==> src/rtl/sil_pkg.sv <==
// ----------------------------------------------------------------------------
// sil_pkg: shared types and codes for the sorted index list insert core
// Command and status codes, payload field widths and payload types.
// ----------------------------------------------------------------------------
package sil_pkg;

   localparam int VALUE_W   = 7;
   localparam int COMMAND_W = 2;
   localparam int STATUS_W  = 2;

   typedef logic [COMMAND_W-1:0] command_type;
   typedef logic [STATUS_W-1:0]  status_type;
   typedef logic [VALUE_W-1:0]   value_type;

   localparam command_type CMD_INSERT = 2'd0;
   localparam command_type CMD_CLEAR  = 2'd1;
   localparam command_type CMD_READ   = 2'd2;

   localparam status_type ST_INSERTED  = 2'd0;
   localparam status_type ST_DUPLICATE = 2'd1;
   localparam status_type ST_DROPPED   = 2'd2;
   localparam status_type ST_OTHER     = 2'd3;

endpackage

==> src/rtl/sil_ram.sv <==
// ----------------------------------------------------------------------------
// sil_ram: generic simple dual-port RAM
// One write port, one read port, read data registered.
// ----------------------------------------------------------------------------
module sil_ram #(
   parameter int WIDTH = 8,
   parameter int DEPTH = 128,
   parameter int AW    = $clog2(DEPTH)
) (
   input  logic             clock,
   input  logic             wr_en,
   input  logic [AW-1:0]    wr_addr,
   input  logic [WIDTH-1:0] wr_data,
   input  logic             rd_en,
   input  logic [AW-1:0]    rd_addr,
   output logic [WIDTH-1:0] rd_data
);

   logic [WIDTH-1:0] mem_ff [DEPTH];
   logic [WIDTH-1:0] rd_data_ff;

   always_ff @(posedge clock) begin
      if (wr_en) begin
         mem_ff[wr_addr] <= wr_data;
      end
      if (rd_en) begin
         rd_data_ff <= mem_ff[rd_addr];
      end
   end

   assign rd_data = rd_data_ff;

endmodule

==> src/rtl/sorted_index_list_insert_core.sv <==
// ----------------------------------------------------------------------------
// sorted_index_list_insert_core: ascending linked list over a value-indexed
// node table. Commands insert a value, clear the list or read an entry's
// successor link. The link table lives in one RAM walked one node at a time.
// ----------------------------------------------------------------------------
//  channel   ports                                 handshake
//  request   req_command, req_value                start & !busy
//  response  rsp_status, rsp_head_index/_valid,    rsp_valid, one cycle,
//            rsp_link_index/_valid                 cannot be held off
//
//  Clear and out-of-range or head inserts go from S_EXEC to S_DONE; a read
//  waits in S_RWAIT. A walking insert visits each node via S_CHECK and S_WAIT
//  (RAM read latency), up to MAX_WALK link reads, and splices in S_LINK.
//  After reset the link RAM is swept to end marks, with busy high until every
//  entry is written and the first transaction can be taken.
//  busy stays high from acceptance through the response strobe cycle.
// ----------------------------------------------------------------------------
module sorted_index_list_insert_core #(
   parameter int NUM_VALUES = 128,
   parameter int MAX_WALK   = 121
) (
   input  logic                 clock,
   input  logic                 reset,
   input  logic                 start,
   output logic                 busy,
   input  sil_pkg::command_type req_command,
   input  sil_pkg::value_type   req_value,
   output logic                 rsp_valid,
   output sil_pkg::status_type  rsp_status,
   output sil_pkg::value_type   rsp_head_index,
   output logic                 rsp_head_valid,
   output sil_pkg::value_type   rsp_link_index,
   output logic                 rsp_link_valid
);

   import sil_pkg::*;

   localparam int IW = $clog2(NUM_VALUES);
   localparam int LW = $clog2(NUM_VALUES + 1);
   localparam int CW = (LW > VALUE_W) ? LW : VALUE_W;
   localparam int KW = $clog2(MAX_WALK + 1);

   localparam logic [2:0] S_SWEEP = 3'd0;
   localparam logic [2:0] S_IDLE  = 3'd1;
   localparam logic [2:0] S_EXEC  = 3'd2;
   localparam logic [2:0] S_CHECK = 3'd3;
   localparam logic [2:0] S_WAIT  = 3'd4;
   localparam logic [2:0] S_LINK  = 3'd5;
   localparam logic [2:0] S_RWAIT = 3'd6;
   localparam logic [2:0] S_DONE  = 3'd7;

   localparam logic [LW-1:0] END_MARK = LW'(NUM_VALUES);

   logic [2:0]     state_ff, state_in;
   command_type    cmd_ff, cmd_in;
   value_type      val_ff, val_in;
   logic [IW-1:0]  cur_ff, cur_in;
   logic [KW-1:0]  walk_ff, walk_in;
   logic [IW-1:0]  sweep_ff, sweep_in;
   logic [IW-1:0]  head_ff, head_in;
   logic           nonempty_ff, nonempty_in;
   status_type     status_ff, status_in;
   value_type      link_idx_ff, link_idx_in;
   logic           link_vld_ff, link_vld_in;

   logic           wr_en, rd_en;
   logic [IW-1:0]  wr_addr, rd_addr;
   logic [LW-1:0]  wr_data, rd_data;

   logic [CW-1:0]  val_cw, cur_cw, head_cw, rd_cw, end_cw;
   logic           val_in_range;

   sil_ram #(
      .WIDTH (LW),
      .DEPTH (NUM_VALUES)
   ) u_link_ram (
      .clock   (clock),
      .wr_en   (wr_en),
      .wr_addr (wr_addr),
      .wr_data (wr_data),
      .rd_en   (rd_en),
      .rd_addr (rd_addr),
      .rd_data (rd_data)
   );

   assign val_cw       = CW'(val_ff);
   assign cur_cw       = CW'(cur_ff);
   assign head_cw      = CW'(head_ff);
   assign rd_cw        = CW'(rd_data);
   assign end_cw       = CW'(NUM_VALUES);
   assign val_in_range = val_cw < end_cw;

   always_comb begin
      state_in    = state_ff;
      cmd_in      = cmd_ff;
      val_in      = val_ff;
      cur_in      = cur_ff;
      walk_in     = walk_ff;
      sweep_in    = sweep_ff;
      head_in     = head_ff;
      nonempty_in = nonempty_ff;
      status_in   = status_ff;
      link_idx_in = link_idx_ff;
      link_vld_in = link_vld_ff;
      wr_en       = 1'b0;
      wr_addr     = IW'(val_ff);
      wr_data     = END_MARK;
      rd_en       = 1'b0;
      rd_addr     = cur_ff;

      case (state_ff)
         S_SWEEP: begin
            wr_en    = 1'b1;
            wr_addr  = sweep_ff;
            sweep_in = IW'(sweep_ff + 1'b1);
            if (sweep_ff == IW'(NUM_VALUES - 1)) begin
               state_in = S_IDLE;
            end
         end
         S_IDLE: begin
            if (start) begin
               cmd_in   = req_command;
               val_in   = req_value;
               state_in = S_EXEC;
            end
         end
         S_EXEC: begin
            link_idx_in = '0;
            link_vld_in = 1'b0;
            status_in   = ST_OTHER;
            state_in    = S_DONE;
            case (cmd_ff)
               CMD_INSERT: begin
                  if (!val_in_range) begin
                     status_in = ST_DROPPED;
                  end else if (!nonempty_ff) begin
                     wr_en       = 1'b1;
                     head_in     = IW'(val_ff);
                     nonempty_in = 1'b1;
                     status_in   = ST_INSERTED;
                  end else if (val_cw < head_cw) begin
                     wr_en     = 1'b1;
                     wr_data   = LW'(head_ff);
                     head_in   = IW'(val_ff);
                     status_in = ST_INSERTED;
                  end else begin
                     cur_in   = head_ff;
                     walk_in  = '0;
                     state_in = S_CHECK;
                  end
               end
               CMD_CLEAR: begin
                  nonempty_in = 1'b0;
                  head_in     = '0;
               end
               CMD_READ: begin
                  if (val_in_range) begin
                     rd_en    = 1'b1;
                     rd_addr  = IW'(val_ff);
                     state_in = S_RWAIT;
                  end
               end
               default: begin
                  state_in = S_DONE;
               end
            endcase
         end
         S_CHECK: begin
            // node above the value never occurs on a sound chain; drop as the
            // walk would after running to its limit
            if (walk_ff == KW'(MAX_WALK) || cur_cw >= end_cw || val_cw < cur_cw) begin
               status_in = ST_DROPPED;
               state_in  = S_DONE;
            end else if (val_cw == cur_cw) begin
               status_in = ST_DUPLICATE;
               state_in  = S_DONE;
            end else begin
               rd_en    = 1'b1;
               state_in = S_WAIT;
            end
         end
         S_WAIT: begin
            if (rd_cw >= end_cw) begin
               wr_en     = 1'b1;
               status_in = ST_INSERTED;
               state_in  = S_LINK;
            end else if (val_cw < rd_cw) begin
               wr_en     = 1'b1;
               wr_data   = rd_data;
               status_in = ST_INSERTED;
               state_in  = S_LINK;
            end else begin
               cur_in   = IW'(rd_data);
               walk_in  = KW'(walk_ff + 1'b1);
               state_in = S_CHECK;
            end
         end
         S_LINK: begin
            // splice predecessor onto the new node
            wr_en    = 1'b1;
            wr_addr  = cur_ff;
            wr_data  = LW'(val_ff);
            state_in = S_DONE;
         end
         S_RWAIT: begin
            if (rd_cw < end_cw) begin
               link_idx_in = VALUE_W'(rd_data);
               link_vld_in = 1'b1;
            end
            state_in = S_DONE;
         end
         S_DONE: begin
            state_in = S_IDLE;
         end
         default: begin
            state_in = S_IDLE;
         end
      endcase
   end

   always_ff @(posedge clock) begin
      if (reset) begin
         state_ff    <= S_SWEEP;
         sweep_ff    <= '0;
         walk_ff     <= '0;
         head_ff     <= '0;
         nonempty_ff <= 1'b0;
      end else begin
         state_ff    <= state_in;
         sweep_ff    <= sweep_in;
         walk_ff     <= walk_in;
         head_ff     <= head_in;
         nonempty_ff <= nonempty_in;
      end
   end

   always_ff @(posedge clock) begin
      cmd_ff      <= cmd_in;
      val_ff      <= val_in;
      cur_ff      <= cur_in;
      status_ff   <= status_in;
      link_idx_ff <= link_idx_in;
      link_vld_ff <= link_vld_in;
   end

   assign busy           = (state_ff != S_IDLE);
   assign rsp_valid      = (state_ff == S_DONE);
   assign rsp_status     = status_ff;
   assign rsp_head_index = nonempty_ff ? VALUE_W'(head_ff) : '0;
   assign rsp_head_valid = nonempty_ff;
   assign rsp_link_index = link_idx_ff;
   assign rsp_link_valid = link_vld_ff;

   a_accept_busy: assert property (@(posedge clock) disable iff (reset)
      (start && !busy) |=> busy)
      else $error("busy not raised after accepted transaction");

   a_single_strobe: assert property (@(posedge clock) disable iff (reset)
      rsp_valid |=> !rsp_valid)
      else $error("response strobe longer than one cycle");

   a_walk_bound: assert property (@(posedge clock) disable iff (reset)
      walk_ff <= KW'(MAX_WALK))
      else $error("walk count past limit");

   a_idle_no_write: assert property (@(posedge clock) disable iff (reset)
      (state_ff == S_IDLE || state_ff == S_DONE) |-> !wr_en)
      else $error("link table written outside a transaction");

   a_link_only_on_read: assert property (@(posedge clock) disable iff (reset)
      (rsp_valid && rsp_link_valid) |-> (rsp_status == ST_OTHER))
      else $error("link reported for an insert");

endmodule

==> config.mk <==
export PLATFORM = sky130hd
export DESIGN_NAME = sorted_index_list_insert_core
export DESIGN_NICKNAME = d
export VERILOG_FILES = /design/src/rtl/sil_pkg.sv /design/src/rtl/sil_ram.sv /design/src/rtl/sorted_index_list_insert_core.sv
export SDC_FILE = /design/constraint.sdc
export NUM_CORES = 1
export LEC_CHECK = 0
export ABC_AREA = 1
export BUFFER_PORTS_ARGS = -buffer_cell sky130_fd_sc_hd__buf_2
export CAP_MARGIN = 20
export CORE_MARGIN = 5
export CORE_UTILIZATION = 61
export CTS_CLUSTER_DIAMETER = 150
export CTS_CLUSTER_SIZE = 25
export DETAILED_ROUTE_END_ITERATION = 8
export PLACE_DENSITY_LB_ADDON = 0.08
export SYNTH_ARGS = -nofsm -noshare
export SYNTH_HDL_FRONTEND = slang
export SYNTH_SLANG_ARGS = --single-unit
==> constraint.sdc <==
create_clock -name clock -period 15.3 [get_ports clock]
set_clock_uncertainty 0.2 [all_clocks]
set_input_delay 3.06 -clock clock [delete_from_list [all_inputs] [get_ports clock]]
set_output_delay 3.06 -clock clock [all_outputs]
set_load 0.1 [all_outputs]
Word level (Yosys, flattened, before mapping)
Memory sizes are Yosys's and may differ from the RTL's. A register that Yosys moved wholly into a read port is not among the register bits.
Index checks and enable logic that the tools add are counted.
Cells by class
  bitwise logic cells: 0
  $lt $le $gt $ge: 7
  div/mod/pow operators: 0
  $mul: 0
  add/subtract/negate cells: 2
  shift operators: 0
  eq/ne operators: 26
  mux-type cells: 71
  reductions and logical operators: 17
Operators with widths (count)
  7-bit two-way mux: 20
  7-bit one-hot mux with 2 select lines: 5
  8-bit two-way mux: 6
  8-bit one-hot mux with 3 select lines: 1
  3-bit two-way mux: 7
  3-bit one-hot mux with 7 select lines: 1
  2-bit two-way mux: 10
  2-bit inequality test, second input constant: 9
  1-bit two-way mux: 15
  7-bit by 1-bit adder with 7-bit output, second input constant: 2
  7-bit == test, second input constant: 2
  7-bit less-than comparator: 2
  3-bit == test, second input constant: 4
  3-bit inequality test, second input constant: 3
  7-bit by 8-bit greater-or-equal comparator with 1-bit output, second input constant: 1
  8-bit greater-or-equal comparator, second input constant: 1
  7-bit by 8-bit less-than comparator with 1-bit output: 1
  7-bit by 8-bit less-than comparator with 1-bit output, second input constant: 1
  8-bit less-than comparator, second input constant: 1
  7-bit == test: 1
  7-bit AND reduction: 1
  3-bit by 2-bit == test with 1-bit output, second input constant: 2
  1-bit one-hot mux with 2 select lines: 3
  2-bit one-hot mux with 3 select lines: 1
  16 further kinds: 23
Word-level totals
  word-level logic and storage cells: 135
  RAM bits: 1024
  input port bits: 12
  register bits: 51
  bits in read-only memories: 0
  memories: 1
  latch bits: 0
Memory list
  u_link_ram.mem_ff: depth 128, width 8, read ports 1, clocked after memory_dff 1, write ports 1, line sil_ram.sv:19  | logic [WIDTH-1:0] mem_ff [DEPTH];

Logic depth before layout (Yosys ltp)
Gate-level depths: netlist of the first run.
  depth in word-level cells: 8
  gate-level depth with buffers: 18
  gate-level depth less buffers: 16

By module
Synthesis of the first run repeated with hierarchy kept, for this count alone.
Unflattened totals
  cell total of the unflattened synthesis: 3989
  area total of the unflattened synthesis: 45416.1 µm²
By module, submodules not included
  sil_ram: instances 1, cells each 3575, area each 42184.2 µm²
  sorted_index_list_insert_core: instances 1, cells each 414, area each 3231.8 µm²

Worst setup path after synthesis of the first run
OpenSTA, ideal clock, no wires.
  path kind: register -> register
  start point: register val_ff[6]
  end point: memory u_link_ram.mem_ff[0][7], data pin
  cell stages (with the launch flop): 7
  setup slack: 7569 ps
  setup time: 1197 ps
  data arrival time: 6334 ps
  buffers on the path: 0
  required time: 13903 ps
  path through: edfxtp_1 -> ha_1 -> a21o_1 -> a31oi_1 -> o21ai_0 -> nor2_1 -> o21ai_0
Between the ends
  word-level cells in the longest chain between the ends: 6
  elaborated cells on any way between the ends: 10
  those cells by class: order compare (3); mux (7)
Ends and longest elaborated chain
  start: declaration: line sorted_index_list_insert_core.sv:56  | value_type val_ff, val_in;
  start signal: assignment: line sorted_index_list_insert_core.sv:239  | val_ff <= val_in;
  7-bit less-than comparator: line sorted_index_list_insert_core.sv:141  | end else if (val_cw < head_cw) begin
  8-bit two-way mux: line sorted_index_list_insert_core.sv:141
  8-bit two-way mux: line sorted_index_list_insert_core.sv:136  | end else if (!nonempty_ff) begin
  8-bit two-way mux: line sorted_index_list_insert_core.sv:134  | if (!val_in_range) begin
  8-bit two-way mux: line sorted_index_list_insert_core.sv:132  | case (cmd_ff)
  8-bit one-hot mux with 3 select lines *: line sorted_index_list_insert_core.sv:111  | case (state_ff)
  net u_link_ram.wr_data[7]: line sil_ram.sv:13  | input logic [WIDTH-1:0] wr_data,
  end: declaration: line sil_ram.sv:19
Mark *: on every way through the listed nets, which the timed path passes. The rest lies on a longest branch.

Worst setup path after layout of the first run
  start point: register state_ff[2]
  end point: register u_link_ram.rd_data_ff[7] (netlist: u_link_ram.rd_data[7]) (read register of u_link_ram.mem_ff), data pin
Between the ends
  word-level cells in the longest chain between the ends: 2
  elaborated cells on any way between the ends: 4
  those cells by class: eq/ne (2); mux (2)
Ends and longest elaborated chain
  start: declaration: line sorted_index_list_insert_core.sv:54  | logic [2:0] state_ff, state_in;
  start signal: assignment: line sorted_index_list_insert_core.sv:229  | state_ff <= state_in;
  3-bit by 2-bit == test with 1-bit output: line sorted_index_list_insert_core.sv:111
  1-bit one-hot mux with 2 select lines / 7-bit two-way mux (equally long branches): line sorted_index_list_insert_core.sv:111
  end: declaration: line sil_ram.sv:20  | logic [WIDTH-1:0] rd_data_ff;
Parallel ways exist; a longest one is shown, timed or not.
A chain may end at the register's enable or synchronous reset.

==> run metrics, run 1 <==
Detailed Routing Iterations Pass 1 8; pin count of the biggest net entering global routing 192; final wirelength between 100 and 150 mm; Worst-Skew Late Latency 650 ps; first-pass GRT wire length 198.7 mm; Die W 294.4 um; power share of the clock group 0.316; root buf cell clkbuf_16; area of the mapped netlist 49330 um2; vias in the first global route 31580; slowest cell delay on critical path 800 ps; synth-to-layout area growth 4.096%; switching portion of total power 0.1956; Die ar. around 87000 um2; syn nets slightly below 5000; PD cells 92.59 nW/um2; DP Wirelength 76.58 mm; Critical Path AT 5640 ps; minimum clock period 5324 ps; crit-path max FO 121; most used cell along the critical path nand3_1; met2 Resource Use GR 0.4663; CTS hold repair buffers 0; initial antenna violation count 0; GRT busiest layer met2; Final Hold Vio Count 0; Vias 33550; Worst-path clk slew between 100 and 150 ps; CTS tree built; FFs w/ async S/R, synth 0; Pins Over Slew Limit 0; cts bufs inserted 49; ys flop type edfxtp_1; critical path class flop to flop; Peak supply drop 0.1147 mV; IO buf count 31; reg2reg end u_link_ram.rd_data[7]; net switching power of the design 0.9301 mW; cell count after synthesis roughly 4800; Crit. End Element flop; post-CTS sizing 0; #FFs+latches synth around 1100; fin nets 4757; H-tree lvl count 2; Comb pwr share 0.009; layout cells sized above 1 0.03951; crit-path cells inv_2, nand2_2, nor2_4, nand2_4, nand2_1, nand2_8, inv_8, buf_4, buf_4, nand3_1, nand3_1, nand3_1, nand3_1, nand3_1, nand2_1, nand2_1, nand2_1; final setup vio count 0; gr ovfl total 0; achievable frequency 187.8 MHz; DRC 0; ANT nets after route 0; RePlAce Congestion approximately 0.9; Inserted Diodes 0; Sequential Power Share 0.675; hold_ws 286.7 ps; worst r2r path cells 17; Mean Syn Cell Area 10.18 um2; register-to-register setup slack between 9000 and 10000 ps; Slowest-stage cell, CP buf_4; Initial Util 0.6135; unrepaired setup endpoints after global routing no; Tightest Pin Transition about 1200 ps; Hold Path Class flop to flop; P_leak 21.91 nW; Multi-input gate area between 10000 and 15000 um2; Die Y 294.4 um; Hold Path End head_ff[2]; met1 Usage GRT 0.4412; relative slew slack 0.2093; Routed WL per cell 22.73 um; sequential-to-total area share from yosys stat 0.6541; Worst EP required 15620 ps; all-layer global routing usage 0.2999; Core Area approximately 80000 um2; Tcrit/Tclk final 0.3480; vias per cell 5.791; Clock Sinks 1083; met3 Use GR 0.05049; post-CTS setup buffer count 0; setup TNS 0 ps; Ys Warns 0; row cnt 104; clock tree buffer depth 3; status finished, final reports clean; max cap viols 0; Worst Setup Start Kind flop; Reg area about 32000 um2; EDFF count, synth about 1100; DRT iter0 DRCs 4445; I/O pin total 32; Power Internal 3.825 mW; Placed Area roughly 50000 um2; Finished Cell Area ~50000 um2; layout filler cell count 6386; hold depth 2; critical hold path startpoint head_ff[2]; Reg-to-Reg Start state_ff[2]; count of cell types in the netlist 39
==> cells in the mapped netlist, types with 8 or more instances <==
| cell type | instances | area [um2] |
|---|---|---|
| buf_2 | 168 | 840.8 |
| nor2_1 | 121 | 454.2 |
| buf_6 | 25 | 281.5 |
| o21ai_0 | 30 | 150.1 |
| clkbuf_1 | 27 | 101.4 |
| nand3b_1 | 144 | 1081 |
| nand4_1 | 8 | 50.05 |
| inv_2 | 10 | 37.54 |
| buf_4 | 26 | 195.2 |
| nand2_2 | 9 | 56.30 |
| inv_1 | 974 | 3656 |
| a21oi_1 | 30 | 150.1 |
| edfxtp_1 | 1058 | 31770 |
| dfxtp_1 | 25 | 500.5 |
| nand2_1 | 992 | 3724 |
| buf_1 | 10 | 37.54 |
| ha_1 | 22 | 275.3 |
| nand3_1 | 1109 | 5550 |
==> through the flow <==
step | setup slack, ps | total power, mW | util | instances
CTS | 10110 | 4.770 | 0.6385 | 5792
detailed placement | 10130 | 3.319 | 0.6219 | 5731
global route | 9698 | 4.884 | 0.6386 | 5793
global placement | 10200 | 3.318 | 0.6217 | 5730
finish | 9976 | 4.755 | 0.6386 | 5793
floorplan | 7569 | 3.296 | - | 4844
==> flip-flops by register name, indices dropped and copies added, names as in the netlist, 3 cells and up <==
| register | cells |
|---|---|
| cur_ff | 7 |
| head_ff | 7 |
| rsp_link_index | 7 |
| state_ff | 3 |
| sweep_ff | 7 |
| u_link_ram.mem_ff | 1024 |
| u_link_ram.rd_data | 8 |
| val_ff | 7 |
| walk_ff | 7 |
==> final cells by class <==
class                   instances  area share
clock buffers                  59     0.02544
clock inverters                 2   0.0005604
inverters                     984     0.07214
multi-input cells            2521      0.2363
flip-flops and latches       1083      0.6284
well taps                    1060     0.02583
repair buffers                 84     0.01135
==> power by group through the flow <==
stage                     Sequential [mW]  Clock (mW)  Combinational (mW)
final                                3.21        1.50              0.0417
after global routing                 3.21        1.63              0.0433
after CTS                            3.21        1.52              0.0403
after detailed placement             3.28           0              0.0402
after global placement               3.28           0              0.0394
after floorplan                      3.28           0              0.0187
==> cells in the final DEF, fill, tap and decap left out, types with 2 or more instances in the layout <==
cell type / netlist / final
clkbuf_16: 0 / 51
o22ai_1: 7 / 7
dfxtp_1: 25 / 25
a31oi_1: 3 / 3
nand2_1: 992 / 990
a211oi_1: 2 / 2
clkbuf_1: 27 / 8
nor2_4: 3 / 3
buf_2: 168 / 32
nand2_4: 2 / 4
nand2_8: 0 / 3
nand4_1: 8 / 8
o21ai_2: 4 / 3
buf_12: 0 / 2
o21ai_4: 0 / 4
nand3_1: 1109 / 1109
edfxtp_1: 1058 / 1058
a21oi_1: 30 / 30
inv_2: 10 / 7
buf_4: 26 / 49
o21ai_0: 30 / 28
nor2_1: 121 / 121
inv_1: 974 / 974
nand2_2: 9 / 6
o221ai_4: 0 / 7
nor2_2: 7 / 7
ha_1: 22 / 22
a311oi_1: 2 / 2
xor2_1: 3 / 3
nand3b_1: 144 / 144
nor3_1: 6 / 6
==> worst max-delay path, delay by kind of cell (launching register included) <==
kind / cells / cell delay [ps]
buf+inv: 4 / 2320
simple gates: 13 / 1980
flops: 1 / 400
==> how the worst max path moves through the flow <==
stage               cells past startpoint                  start                       end  slack (ps)
floorplan                               6              val_ff[6]   u_link_ram.mem_ff[0][7]        7570
global placement                       10  u_link_ram.rd_data[6]  u_link_ram.mem_ff[18][7]       10200
detailed placement                     12              val_ff[4]  u_link_ram.mem_ff[18][7]       10130
CTS                                    12              val_ff[4]  u_link_ram.mem_ff[18][5]       10110
global route                           17            state_ff[2]     u_link_ram.rd_data[7]        9700
finish                                 17            state_ff[2]     u_link_ram.rd_data[7]        9980
==> cells by family (layout without fill, tap and decap cells) <==
| kind of cell | count (synthesis) | count (layout) | synth area share |
|---|---|---|---|
| simple gates | 2406 | 2406 | 0.2246 |
| flops | 1083 | 1083 | 0.6541 |
| buf+inv | 1240 | 1129 | 0.1044 |
| compound gates | 90 | 90 | 0.01073 |
| fa+ha+maj | 22 | 22 | 0.005580 |
| xor+xnor | 3 | 3 | 0.0005327 |
==> routing by layer <==
| metal | part of all wire | wire, um |
|---|---|---|
| met4 | 0.033 | 4389 |
| met2 | 0.46 | 60440 |
| met1 | 0.41 | 54120 |
| met3 | 0.097 | 12730 |
| met5 | 0 | 0 |
(Power assumes the default switching activity.)
==> inputs of run 2 (changes only) <==
clock period = 5.2 ns   (was 15.3 ns; I/O delays follow)
==> run 2 against run 1 <==
Via count grew 0.40%. Final cell count increased by 0.88%. Clock power grew to 2.9 times the previous value. First-iteration DRC count is 8.6% lower. Routed wire length decreased by 2.9%. Sequential cell count did not move. Total power grew to 2.9 times the previous value. Sequential power grew to 2.9 times the previous value. Sequential share of layout area is 0.78 points lower. Critical path depth shrank 6. Setup slack got worse by 9400 ps. Register-to-register slack lost 9400 ps. Critical path type unchanged. Largest power group unchanged.
==> run metrics, run 2 (same netlist as run 1, synthesis figures left out) <==
Routed WL per cell 21.89 um (-3.7%); Core Area 80420 um2 (unchanged); first-pass GRT wire length 192.3 mm (-3.2%); cts bufs inserted 49 (unchanged); Clock Sinks 1083 (unchanged); clock tree buffer depth 3 (unchanged); RePlAce Congestion 0.9104 (+2.0%); final core occ 0.6467 (+0.008060); gr ovfl total 0 (unchanged); pin count of the biggest net entering global routing 169 (-12%); CTS tree built; commonest non-fill, non-tap cell in the layout nand3_1; layout cells sized above 1 0.04892 (+0.009413); Worst Setup Start Kind flop; DRC 0 (unchanged); Vias 33680 (+0.40%); Worst-path clk slew 110 ps (about the same); Worst EP required 5280 ps (-10340 ps); post-CTS setup buffer count 0 (unchanged); Pins Over Slew Limit 0 (unchanged); vias per cell 5.764 (-0.47%); met3 Use GR 0.04905 (-0.001432); Crit. End Element flop; final wirelength 127.9 mm (-2.9%); H-tree lvl count 2 (unchanged); Final Hold Vio Count 0 (unchanged); max cap viols 0 (unchanged); unrepaired setup endpoints after global routing no; register-to-register setup slack 550 ps (-9430 ps); met2 Resource Use GR 0.4588 (-0.007453); synth-to-layout area growth 5.410%; Initial Util 0.6135 (unchanged); post-CTS sizing 0 (unchanged); Top reg by flops u_link_ram.mem_ff; root buf cell clkbuf_16; Die ar. 86660 um2 (unchanged); achievable frequency 215.0 MHz (+14%); critical path class flop to flop; most frequent cells in the layout nand3_1 (1109), edfxtp_1 (1058), nand2_1 (990); ANT nets after route 0 (unchanged); Tightest Pin Transition 996.8 ps (-189.3 ps); Die Y 294.4 um (unchanged); fin nets 4806 (+1.0%); DP Wirelength 76.11 mm (-0.62%); Worst-Skew Late Latency 650 ps (about the same); Die W 294.4 um (unchanged); IO buf count 31 (unchanged); Detailed Routing Iterations Pass 1 6 (-2); crit-path max FO 22 (-82%); Critical Path AT 4730 ps (-910 ps); Post-Place Worst Slack 688.4 ps (-9446 ps); non-filler cells, final 5844 (+0.88%); minimum clock period 4651 ps (-672.9 ps); DRT iter0 DRCs 4062 (-8.6%); status finished, final reports clean; max reg flops 1024 (unchanged); vias in the first global route 31580 (+0.013%); Hold Path Class flop to flop; P_leak 22.25 nW (+1.6%); met1 Usage GRT 0.4149 (-0.02625); final setup vio count 0 (unchanged); relative slew slack 0.3355 (+0.1262); Final WS setup 548.5 ps (-9427 ps); initial antenna violation count 1 (+1); PD cells 268.5 nW/um2 (+190%); layout filler cell count 6436 (+0.78%); GRT busiest layer met2; dpl cells 5780 (+0.85%); CTS hold repair buffers 0 (unchanged); I/O pin total 32 (unchanged); Tcrit/Tclk final 0.8945 (+0.5465); all-layer global routing usage 0.2911 (-0.008841); Peak supply drop 0.2641 mV (+130%); row cnt 104 (unchanged)
run 2: routing by layer:
layer	share of wire	up-vias	routed length, um
met2	0.46	1652	58710
met1	0.41	16050	51840
met3	0.093	281	11840
met5	0	-	0
li1	-	15700	-
met4	0.043	0	5515
run 2: critical path, cell delays in order, from the launching register on:
cell and delay [ps]:
edfxtp_1 500, ha_1 350, a21oi_1 160, nor2_1 60
a211oi_1 240, nand2_1 90, nand2_1 90, nand2_1 90
nor2_1 370, or3_2 600, nand2_1 660, nor2_1 840
run 2: final timing paths:
path	start	cells past startpoint	end
worst max-delay path	val_ff[4]	11	u_link_ram.mem_ff[47][1]
worst min-delay path	head_ff[3]	2	head_ff[3]
worst max register to register	val_ff[4]	11	u_link_ram.mem_ff[47][1]
worst min register to register	head_ff[3]	2	head_ff[3]
run 2: where the power goes:
group | internal, mW | leakage, nW | switching [mW]
Combinational | 0.0242 | 12.7 | 0.101
Sequential | 9.44 | 8.87 | 0.00570
Clock | 1.79 | 0.653 | 2.60
Total | 11.3 | 22.3 | 2.71
run 2: stage by stage:
stage          instance area [um2]  power [mW]  hold WS [ps]  setup TNS (ps)
2_1_floorplan                49340       9.699         247.3        -1026200
3_3_place_gp                 50640       9.764         265.4               0
3_5_place_dp                 50640       9.767         269.6               0
4_1_cts                      51980       14.01         284.7               0
5_1_grt                      52000       14.35         305.6               0
6_report                     52000       13.96         285.3               0
run 2: area by class of cell:
class,count,area [um2],share of cell area
multi-input cells,2521,12130,0.2332
inverters,984,3704,0.07122
repair buffers,133,1234,0.02372
well taps,1060,1326,0.02550
flip-flops and latches,1083,32270,0.6206
clock inverters,2,28.78,0.0005534
diodes,1,2.502,0.00004812
clock buffers,60,1310,0.02519
